`src/rtl/core/opr_pkg.sv`:
```
// Package for the overwriting packet ring queue.
// Holds sizes, item structs, the command codes and the controller/datapath link types.
// No dependencies.
`timescale 1ns / 1ps

package opr_pkg;

	localparam int QUEUE_SLOTS  = 8;
	localparam int PACKET_BYTES = 32;

	localparam int SLOT_W      = $clog2(QUEUE_SLOTS);
	localparam int STORE_DEPTH = QUEUE_SLOTS * PACKET_BYTES;
	localparam int ADDR_W      = $clog2(STORE_DEPTH);
	localparam int CNT_W       = $clog2(PACKET_BYTES + 1);
	localparam int SIZE_W      = 6;

	// Request command codes
	localparam logic CMD_ENQ = 1'b0;
	localparam logic CMD_DEQ = 1'b1;

	typedef struct packed {
		logic       cmd;
		logic [7:0] data_byte;
		logic       last_byte;
	} req_item_t;

	typedef struct packed {
		logic [7:0]        out_byte;
		logic [SIZE_W-1:0] packet_size;
		logic              queue_empty;
		logic              last_out;
	} rsp_item_t;

	typedef enum logic {
		ST_IDLE,
		ST_RUN
	} ctrl_state_t;

	// Controller to datapath
	typedef struct packed {
		logic enq_write;
		logic deq_start;
		logic issue;
	} ctrl_cmd_t;

	// Datapath to controller
	typedef struct packed {
		logic issue_ok;
		logic last_issue;
	} dp_stat_t;

endpackage

```
`src/rtl/core/opr_ctrl.sv`:
```
// Controller for the overwriting packet ring queue.
// Accepts requests when idle and sequences the byte reads of a dequeue.
// Depends on opr_pkg.
`timescale 1ns / 1ps

module opr_ctrl import opr_pkg::*; (
	input  logic      clk,
	input  logic      arst_n,
	input  logic      req_valid,
	input  logic      req_cmd,
	output logic      req_stall,
	input  dp_stat_t  stat,
	output ctrl_cmd_t cmd
);

	ctrl_state_t state_q;
	ctrl_state_t state_next;
	logic        accept;

	assign accept = req_valid && !req_stall;

	// State register
	always_ff @(posedge clk or negedge arst_n) begin
		if (!arst_n) begin
			state_q <= ST_IDLE;
		end else begin
			state_q <= state_next;
		end
	end

	// Next state
	always_comb begin
		state_next = state_q;
		unique case (state_q)
			ST_IDLE: begin
				if (accept && req_cmd == CMD_DEQ) begin
					state_next = ST_RUN;
				end
			end
			ST_RUN: begin
				if (stat.issue_ok && stat.last_issue) begin
					state_next = ST_IDLE;
				end
			end
			default: state_next = ST_IDLE;
		endcase
	end

	// Outputs
	always_comb begin
		req_stall     = 1'b1;
		cmd.enq_write = 1'b0;
		cmd.deq_start = 1'b0;
		cmd.issue     = 1'b0;
		unique case (state_q)
			ST_IDLE: begin
				req_stall     = 1'b0;
				cmd.enq_write = req_valid && req_cmd == CMD_ENQ;
				cmd.deq_start = req_valid && req_cmd == CMD_DEQ;
			end
			ST_RUN: begin
				cmd.issue = stat.issue_ok;
			end
			default: req_stall = 1'b1;
		endcase
	end

endmodule

```
`src/rtl/core/opr_dp.sv`:
```
// Datapath for the overwriting packet ring queue.
// Holds the byte store, slot sizes, ring pointers, read stage and output register.
// Depends on opr_pkg.
`timescale 1ns / 1ps

module opr_dp import opr_pkg::*; (
	input  logic      clk,
	input  logic      arst_n,
	input  req_item_t req,
	input  ctrl_cmd_t cmd,
	output dp_stat_t  stat,
	output logic      rsp_valid,
	input  logic      rsp_stall,
	output rsp_item_t rsp
);

	localparam logic [SLOT_W-1:0] LAST_SLOT = SLOT_W'(QUEUE_SLOTS - 1);
	localparam logic [CNT_W-1:0]  FULL_CNT  = CNT_W'(PACKET_BYTES);

	logic [7:0]        mem [STORE_DEPTH];
	logic [CNT_W-1:0]  sizes_q [QUEUE_SLOTS];
	logic [SLOT_W-1:0] wr_slot_q;
	logic [SLOT_W-1:0] rd_slot_q;
	logic              lapped_q;
	logic [CNT_W-1:0]  fill_q;

	// Current dequeue
	logic [SLOT_W-1:0] cur_slot_q;
	logic [CNT_W-1:0]  idx_q;
	logic [CNT_W-1:0]  last_idx_q;
	logic [CNT_W-1:0]  deq_size_q;
	logic              deq_empty_q;
	logic              deq_zero_q;

	// Read stage
	logic              valid_s1;
	logic [7:0]        rdata_s1;
	logic [CNT_W-1:0]  size_s1;
	logic              empty_s1;
	logic              zero_s1;
	logic              last_s1;
	logic              s1_move;

	logic              out_valid_q;
	rsp_item_t         out_q;

	logic              fill_room;
	logic [CNT_W-1:0]  fill_next;
	logic [ADDR_W-1:0] waddr;
	logic [ADDR_W-1:0] raddr;
	logic              is_empty;
	logic [SLOT_W-1:0] eff_slot;
	logic [CNT_W-1:0]  eff_size;

	// Enqueue address and fill count
	assign fill_room = fill_q < FULL_CNT;
	assign fill_next = fill_room ? fill_q + CNT_W'(1) : fill_q;
	assign waddr     = ADDR_W'(wr_slot_q) * ADDR_W'(PACKET_BYTES) + ADDR_W'(fill_q);
	assign raddr     = ADDR_W'(cur_slot_q) * ADDR_W'(PACKET_BYTES) + ADDR_W'(idx_q);

	// Dequeue decision: skip overwritten packets after a lap
	assign is_empty = !lapped_q && rd_slot_q == wr_slot_q;
	assign eff_slot = (lapped_q && rd_slot_q < wr_slot_q) ? wr_slot_q : rd_slot_q;
	assign eff_size = sizes_q[eff_slot];

	// Read stage moves into the output register when that register is empty or its result is taken
	assign s1_move         = valid_s1 && (!out_valid_q || !rsp_stall);
	assign stat.issue_ok   = !valid_s1 || s1_move;
	assign stat.last_issue = idx_q == last_idx_q;

	// Byte store: write on enqueue while the slot has room, registered read on issue
	always_ff @(posedge clk) begin
		if (cmd.enq_write && fill_room) begin
			mem[waddr] <= req.data_byte;
		end
		if (cmd.issue) begin
			rdata_s1 <= mem[raddr];
		end
	end

	// Ring pointers, sizes and fill count
	always_ff @(posedge clk or negedge arst_n) begin
		if (!arst_n) begin
			for (int i = 0; i < QUEUE_SLOTS; i++) begin
				sizes_q[i] <= '0;
			end
			wr_slot_q <= '0;
			rd_slot_q <= '0;
			lapped_q  <= 1'b0;
			fill_q    <= '0;
		end else begin
			if (cmd.enq_write) begin
				if (req.last_byte) begin
					sizes_q[wr_slot_q] <= fill_next;
					fill_q             <= '0;
					if (wr_slot_q == LAST_SLOT) begin
						wr_slot_q <= '0;
						lapped_q  <= 1'b1;
					end else begin
						wr_slot_q <= wr_slot_q + SLOT_W'(1);
					end
				end else begin
					fill_q <= fill_next;
				end
			end else if (cmd.deq_start && !is_empty) begin
				if (eff_slot == LAST_SLOT) begin
					rd_slot_q <= '0;
					lapped_q  <= 1'b0;
				end else begin
					rd_slot_q <= eff_slot + SLOT_W'(1);
				end
			end
		end
	end

	// Latch the dequeue parameters and step the byte index
	always_ff @(posedge clk) begin
		if (cmd.deq_start) begin
			cur_slot_q  <= eff_slot;
			idx_q       <= '0;
			deq_empty_q <= is_empty;
			deq_size_q  <= is_empty ? '0 : eff_size;
			deq_zero_q  <= is_empty || eff_size == '0;
			last_idx_q  <= (is_empty || eff_size == '0) ? '0 : eff_size - CNT_W'(1);
		end else if (cmd.issue) begin
			idx_q <= idx_q + CNT_W'(1);
		end
	end

	// Read stage flags
	always_ff @(posedge clk) begin
		if (cmd.issue) begin
			size_s1  <= deq_size_q;
			empty_s1 <= deq_empty_q;
			zero_s1  <= deq_zero_q;
			last_s1  <= stat.last_issue;
		end
	end

	always_ff @(posedge clk or negedge arst_n) begin
		if (!arst_n) begin
			valid_s1 <= 1'b0;
		end else if (cmd.issue) begin
			valid_s1 <= 1'b1;
		end else if (s1_move) begin
			valid_s1 <= 1'b0;
		end
	end

	// Output register: load from the read stage, drop when taken
	always_ff @(posedge clk or negedge arst_n) begin
		if (!arst_n) begin
			out_valid_q <= 1'b0;
		end else if (s1_move) begin
			out_valid_q <= 1'b1;
		end else if (!rsp_stall) begin
			out_valid_q <= 1'b0;
		end
	end

	always_ff @(posedge clk) begin
		if (s1_move) begin
			out_q.out_byte    <= zero_s1 ? 8'd0 : rdata_s1;
			out_q.packet_size <= SIZE_W'(size_s1);
			out_q.queue_empty <= empty_s1;
			out_q.last_out    <= last_s1;
		end
	end

	assign rsp_valid = out_valid_q;
	assign rsp       = out_q;

`ifndef SYNTH
	// A read never lands on an occupied read stage that cannot move
	a_no_overrun: assert property (@(posedge clk) disable iff (!arst_n)
		cmd.issue |-> (!valid_s1 || s1_move))
		else $error("read stage overrun");

	// Store writes and byte reads never overlap
	a_excl: assert property (@(posedge clk) disable iff (!arst_n)
		!(cmd.enq_write && (cmd.issue || cmd.deq_start)))
		else $error("enqueue overlaps dequeue");

	// Fill count stays within one slot
	a_fill: assert property (@(posedge clk) disable iff (!arst_n)
		fill_q <= FULL_CNT)
		else $error("fill count out of range");

	// An empty result is a single, sizeless, final item
	a_empty: assert property (@(posedge clk) disable iff (!arst_n)
		(out_valid_q && out_q.queue_empty) |->
			(out_q.last_out && out_q.packet_size == '0 && out_q.out_byte == 8'd0))
		else $error("malformed empty result");
`endif

endmodule

```
`src/rtl/core/overwrite_packet_ring_queue.sv`:
```
// Top level of the overwriting packet ring queue.
// Joins the controller and the datapath; depends on opr_pkg, opr_ctrl and opr_dp.
//
// channel   valid      stall      payload
// request   req_valid  req_stall  req (req_item_t: cmd, data_byte, last_byte)
// response  rsp_valid  rsp_stall  rsp (rsp_item_t: out_byte, packet_size, queue_empty, last_out)
//
// An enqueue item is taken while the controller is idle and writes the byte store as it is accepted.
// A dequeue item of n results (n = packet size, or 1 when empty or size zero) holds
// req_stall high while the controller issues its n store reads, one per cycle unless stalled.
// rsp_valid for the first result follows the accepted dequeue through the controller's run
// state, the registered store read and the output register.
// Response stalls back up through the read stage and pause the reads.
// Reset is asynchronous; no clearing pass, the byte store is left as it is.
`timescale 1ns / 1ps

module overwrite_packet_ring_queue import opr_pkg::*; (
	input  logic      clk,
	input  logic      arst_n,
	input  logic      req_valid,
	output logic      req_stall,
	input  req_item_t req,
	output logic      rsp_valid,
	input  logic      rsp_stall,
	output rsp_item_t rsp
);

	ctrl_cmd_t cmd;
	dp_stat_t  stat;

	opr_ctrl u_ctrl (
		.clk       (clk),
		.arst_n    (arst_n),
		.req_valid (req_valid),
		.req_cmd   (req.cmd),
		.req_stall (req_stall),
		.stat      (stat),
		.cmd       (cmd)
	);

	opr_dp u_dp (
		.clk       (clk),
		.arst_n    (arst_n),
		.req       (req),
		.cmd       (cmd),
		.stat      (stat),
		.rsp_valid (rsp_valid),
		.rsp_stall (rsp_stall),
		.rsp       (rsp)
	);

endmodule

```
`config.mk`:
```
export PLATFORM = sky130hd
export DESIGN_NAME = overwrite_packet_ring_queue
export DESIGN_NICKNAME = d
export VERILOG_FILES = /design/src/rtl/core/opr_pkg.sv /design/src/rtl/core/opr_ctrl.sv /design/src/rtl/core/opr_dp.sv /design/src/rtl/core/overwrite_packet_ring_queue.sv
export SDC_FILE = /design/constraint.sdc
export NUM_CORES = 2
export LEC_CHECK = 0
export BUFFER_PORTS_ARGS = -buffer_cell sky130_fd_sc_hd__buf_2
export CAP_MARGIN = 25
export CORE_UTILIZATION = 55
export DETAILED_ROUTE_END_ITERATION = 8
export GPL_TIMING_DRIVEN = 0
export PLACE_DENSITY = 0.71
export SKIP_CTS_REPAIR_TIMING = 1
export SYNTH_ARGS = -nofsm -noshare
export SYNTH_HDL_FRONTEND = slang
export SYNTH_SLANG_ARGS = --single-unit
```
`constraint.sdc`:
```
create_clock -name clk -period 4.2 [get_ports clk]
set_input_delay 0.42 -clock clk [delete_from_list [all_inputs] [get_ports clk]]
set_output_delay 0.42 -clock clk [all_outputs]
set_load 0.005 [all_outputs]
```
==> flow_metrics.py <==
metrics = {
    "run_status": {
        "run_status": "finished with violations",
        "failed_checks": "hold timing, setup timing",
    },
    "clocking": {
        "clock-root-buffer": "sky130_fd_sc_hd__clkbuf_16",
        "cts_max_level": 4,
        "clock_tree_from_tritoncts": "built",
        "cts_made_buffers": 209,
        "clock_sinks": 2168,
        "worst_skew_pair.late_latency_ps": 870,
        "path_clk_slew_ps": 60,
        "cts_max_path_buffers": 3,
    },
    "detailed_routing": {
        "dr.first_iter.drc_count": 8139,
        "routed_via_density": 7.05,
        "wl_um": 260000,
        "final_ant_viol_nets": 0,
        "num_vias": 44514,
        "drt_pass1_iterations": 9,
        "wire_per_inst_um": 41.2,
        "drc": 0,
    },
    "global_routing": {
        "grt.met3_usage": 0.136,
        "track_usage": 0.340,
        "number_of_antenna_violations_at_the_first_check_in_global_routing": 10,
        "grt_util_met1": 0.442,
        "grt_pass1_vias": 42747,
        "grt_first_pass_wirelength_um": 353000,
        "gr-max-usage-layer": "met2",
        "grt_overflow": 0,
        "grt.met2_usage": 0.492,
        "grt_start_max_net_pins": 185,
    },
    "logic_synthesis": {
        "post_synth_num_cell_types": 57,
        "postSynth.asyncResetShare": 0.0295,
        "synth_top_flop_cell": "sky130_fd_sc_hd__edfxtp_1",
        "synth_enable_flop_cells": 2098,
        "postSynthRegisterBits": 2168,
        "synthesis.nets": 3800,
        "yosysSeqAreaShare": 0.768,
        "ys_warn_count": 0,
        "synth.cell_area_um2": 84300,
        "synthesis.instances": 3768,
        "syn-mean-instance-area_um2": 22.4,
    },
    "layout": {
        "top_library_cells_by_usage_in_the_layout_fill_and_taps_aside": "sky130_fd_sc_hd__edfxtp_1 (2098), sky130_fd_sc_hd__mux4_2 (645), sky130_fd_sc_hd__nor2_1 (283), sky130_fd_sc_hd__clkbuf_16 (212), sky130_fd_sc_hd__clkbuf_1 (112)",
        "area_delta_synth_final_pct": 13.8,
        "fin_cells": 6310,
        "final_common_cell": "sky130_fd_sc_hd__edfxtp_1",
        "drive_gt1_frac": 0.296,
        "nFillCells": 10018,
        "final_core_utilization": 0.631,
        "nets": 4119,
    },
    "sta": {
        "max_clock_freq_mhz": 231,
        "timing.final.ws_setup_ps": -129,
        "fin_worst_hold_slack_ps": -11.4,
        "slew_headroom": 0.191,
        "finalClockSkew_ps": 53.1,
        "hold_viol": 1,
        "fin_crit_sh": 1.03,
        "finalSetupViolations": 65,
        "worstMarginPinSlew_ps": 1210,
        "final-max-slew-violation-count": 0,
        "period_minus_slack_ps": 4330,
    },
    "critical_path": {
        "path_class": "reg2reg",
        "worstSetupEndpointType": "register",
        "setup.worst_path.start_class": "register",
        "worstPathRequired_ps": 4650,
        "critPathArrivalTime_ps": 4780,
        "cp_max_fo": 10,
    },
    "power": {
        "vdd_drop_max_v": 0.000517,
        "total_design_power_uw": 65100,
        "power_density_nw_per_um2": 678,
        "power.leakage_uw": 0.0299,
    },
    "placement": {
        "dp.cells": 5891,
        "pre_cts_ws_ps": -962,
        "dp_hpwl_um": 170000,
        "portbufs": 30,
        "globalplace.congestion": 1.06,
    },
    "die": {
        "initial_core_utilization": 0.554,
        "top_level_ports": 32,
        "rows": 143,
        "design.core.area_um2": 152000,
        "die_h_um": 394,
        "floorplan.die.width_um": 394,
        "die-area_um2": 155000,
    },
    "job": {
        "max_cap_violations": 0,
    },
    "hold_path": {
        "min_path_type": "in2reg",
    },
}
-- Yosys cell counts, types with 8 or more instances --
cell / instances / area [µm²]
sky130_fd_sc_hd__a21oi_1: 28 / 140
sky130_fd_sc_hd__a22o_1: 12 / 105
sky130_fd_sc_hd__a22oi_1: 28 / 210
sky130_fd_sc_hd__buf_1: 19 / 71.3
sky130_fd_sc_hd__buf_2: 43 / 215
sky130_fd_sc_hd__buf_4: 18 / 135
sky130_fd_sc_hd__buf_6: 14 / 158
sky130_fd_sc_hd__clkbuf_1: 120 / 450
sky130_fd_sc_hd__dfrtp_1: 64 / 1600
sky130_fd_sc_hd__edfxtp_1: 2098 / 63000
sky130_fd_sc_hd__ha_1: 18 / 225
sky130_fd_sc_hd__mux2_2: 19 / 214
sky130_fd_sc_hd__mux2i_1: 17 / 170
sky130_fd_sc_hd__mux4_2: 645 / 14500
sky130_fd_sc_hd__nand2_1: 85 / 319
sky130_fd_sc_hd__nand2b_1: 9 / 56.3
sky130_fd_sc_hd__nand3_1: 22 / 110
sky130_fd_sc_hd__nand4_1: 8 / 50.1
sky130_fd_sc_hd__nor2_1: 309 / 1160
sky130_fd_sc_hd__nor2b_1: 20 / 125
sky130_fd_sc_hd__nor4_1: 9 / 56.3
sky130_fd_sc_hd__o21ai_0: 43 / 215
sky130_fd_sc_hd__xnor2_1: 10 / 87.6
sky130_fd_sc_hd__xor2_1: 13 / 114
-- critical path: stages (launching register included) --
cell                      delay [ps]
sky130_fd_sc_hd__dfxtp_1         360
sky130_fd_sc_hd__buf_2           400
sky130_fd_sc_hd__buf_2           390
sky130_fd_sc_hd__buf_8           210
sky130_fd_sc_hd__buf_2           650
sky130_fd_sc_hd__mux4_2          430
sky130_fd_sc_hd__mux4_2          460
sky130_fd_sc_hd__mux2_2          330
sky130_fd_sc_hd__o21ai_0         260
sky130_fd_sc_hd__nand4_1         390
-- state kept, by name, indices dropped and copies added, names as in the netlist, 6 cells and up --
register and cells:
u_dp.rdata_s1 8, u_dp.idx_q 6, u_dp.sizes_q 48, u_dp.fill_q 6, u_dp.last_idx_q 6, u_dp.rsp 16
u_dp.mem 2048, u_dp.deq_size_q 6, u_dp.size_s1 6
-- cells by family after synthesis --
family,share of synthesized area
flops,0.768
mux,0.177
simple gates,0.0247
buf+inv,0.0126
compound gates,0.0131
xor+xnor,0.00239
fa+ha+maj,0.00267
-- final timing paths --
| path | depth (start not counted) | to | slack (ps) | from |
|---|---|---|---|---|
| setup / recovery | 9 | u_dp.rdata_s1[4] | -130 | u_dp.idx_q[1] |
| hold / removal | 2 | u_dp.fill_q[0] | -10 | req[0] |
| setup reg to reg | 9 | u_dp.rdata_s1[4] | -130 | u_dp.idx_q[1] |
| hold reg to reg | 0 | u_dp.size_s1[5] | 420 | u_dp.deq_size_q[5] |
| max in group asynchronous | 2 | u_dp.sizes_q[23] | 3450 | arst_n |
| min in group asynchronous | 2 | u_dp.wr_slot_q[2] | 220 | arst_n |
-- layer usage --
metal / vias to the layer above / routed length, µm
li1: 16493 / -
met1: 23220 / 85700
met2: 4011 / 116000
met3: 786 / 40600
met4: 4 / 17200
met5: - / 25
-- through the flow --
stage	hold slack, ps	setup TNS, ps	cell area [µm²]
6_report	-11.4	-2880	95900
5_1_grt	0.761	-1090	95900
4_1_cts	-342	-95530	95300
3_5_place_dp	407	-148790	88300
3_3_place_gp	408	-671420	87000
2_1_floorplan	124	0	84300
-- final cells by class --
type	instances	area, µm²	share of cell area
diodes	13	32.5	0.000339
plain buffers	206	1270	0.0132
clock buffers	258	5540	0.0577
clock inverters	133	1490	0.0155
inverters	8	30.0	0.000313
multi-input cells	1377	18600	0.194
flip-flops and latches	2168	64700	0.675
well taps	2030	2540	0.0265
repair buffers	117	1640	0.0171
-- power by group --
group / switching (µW) / total [µW] / leakage [µW] / internal (µW)
registers: 293 / 24500 / 0.0198 / 24200
clock network: 8330 / 19300 / 0.00344 / 11000
logic: 13200 / 21200 / 0.00673 / 8090
total: 21800 / 65100 / 0.0299 / 43300
(Power assumes the default switching activity.)
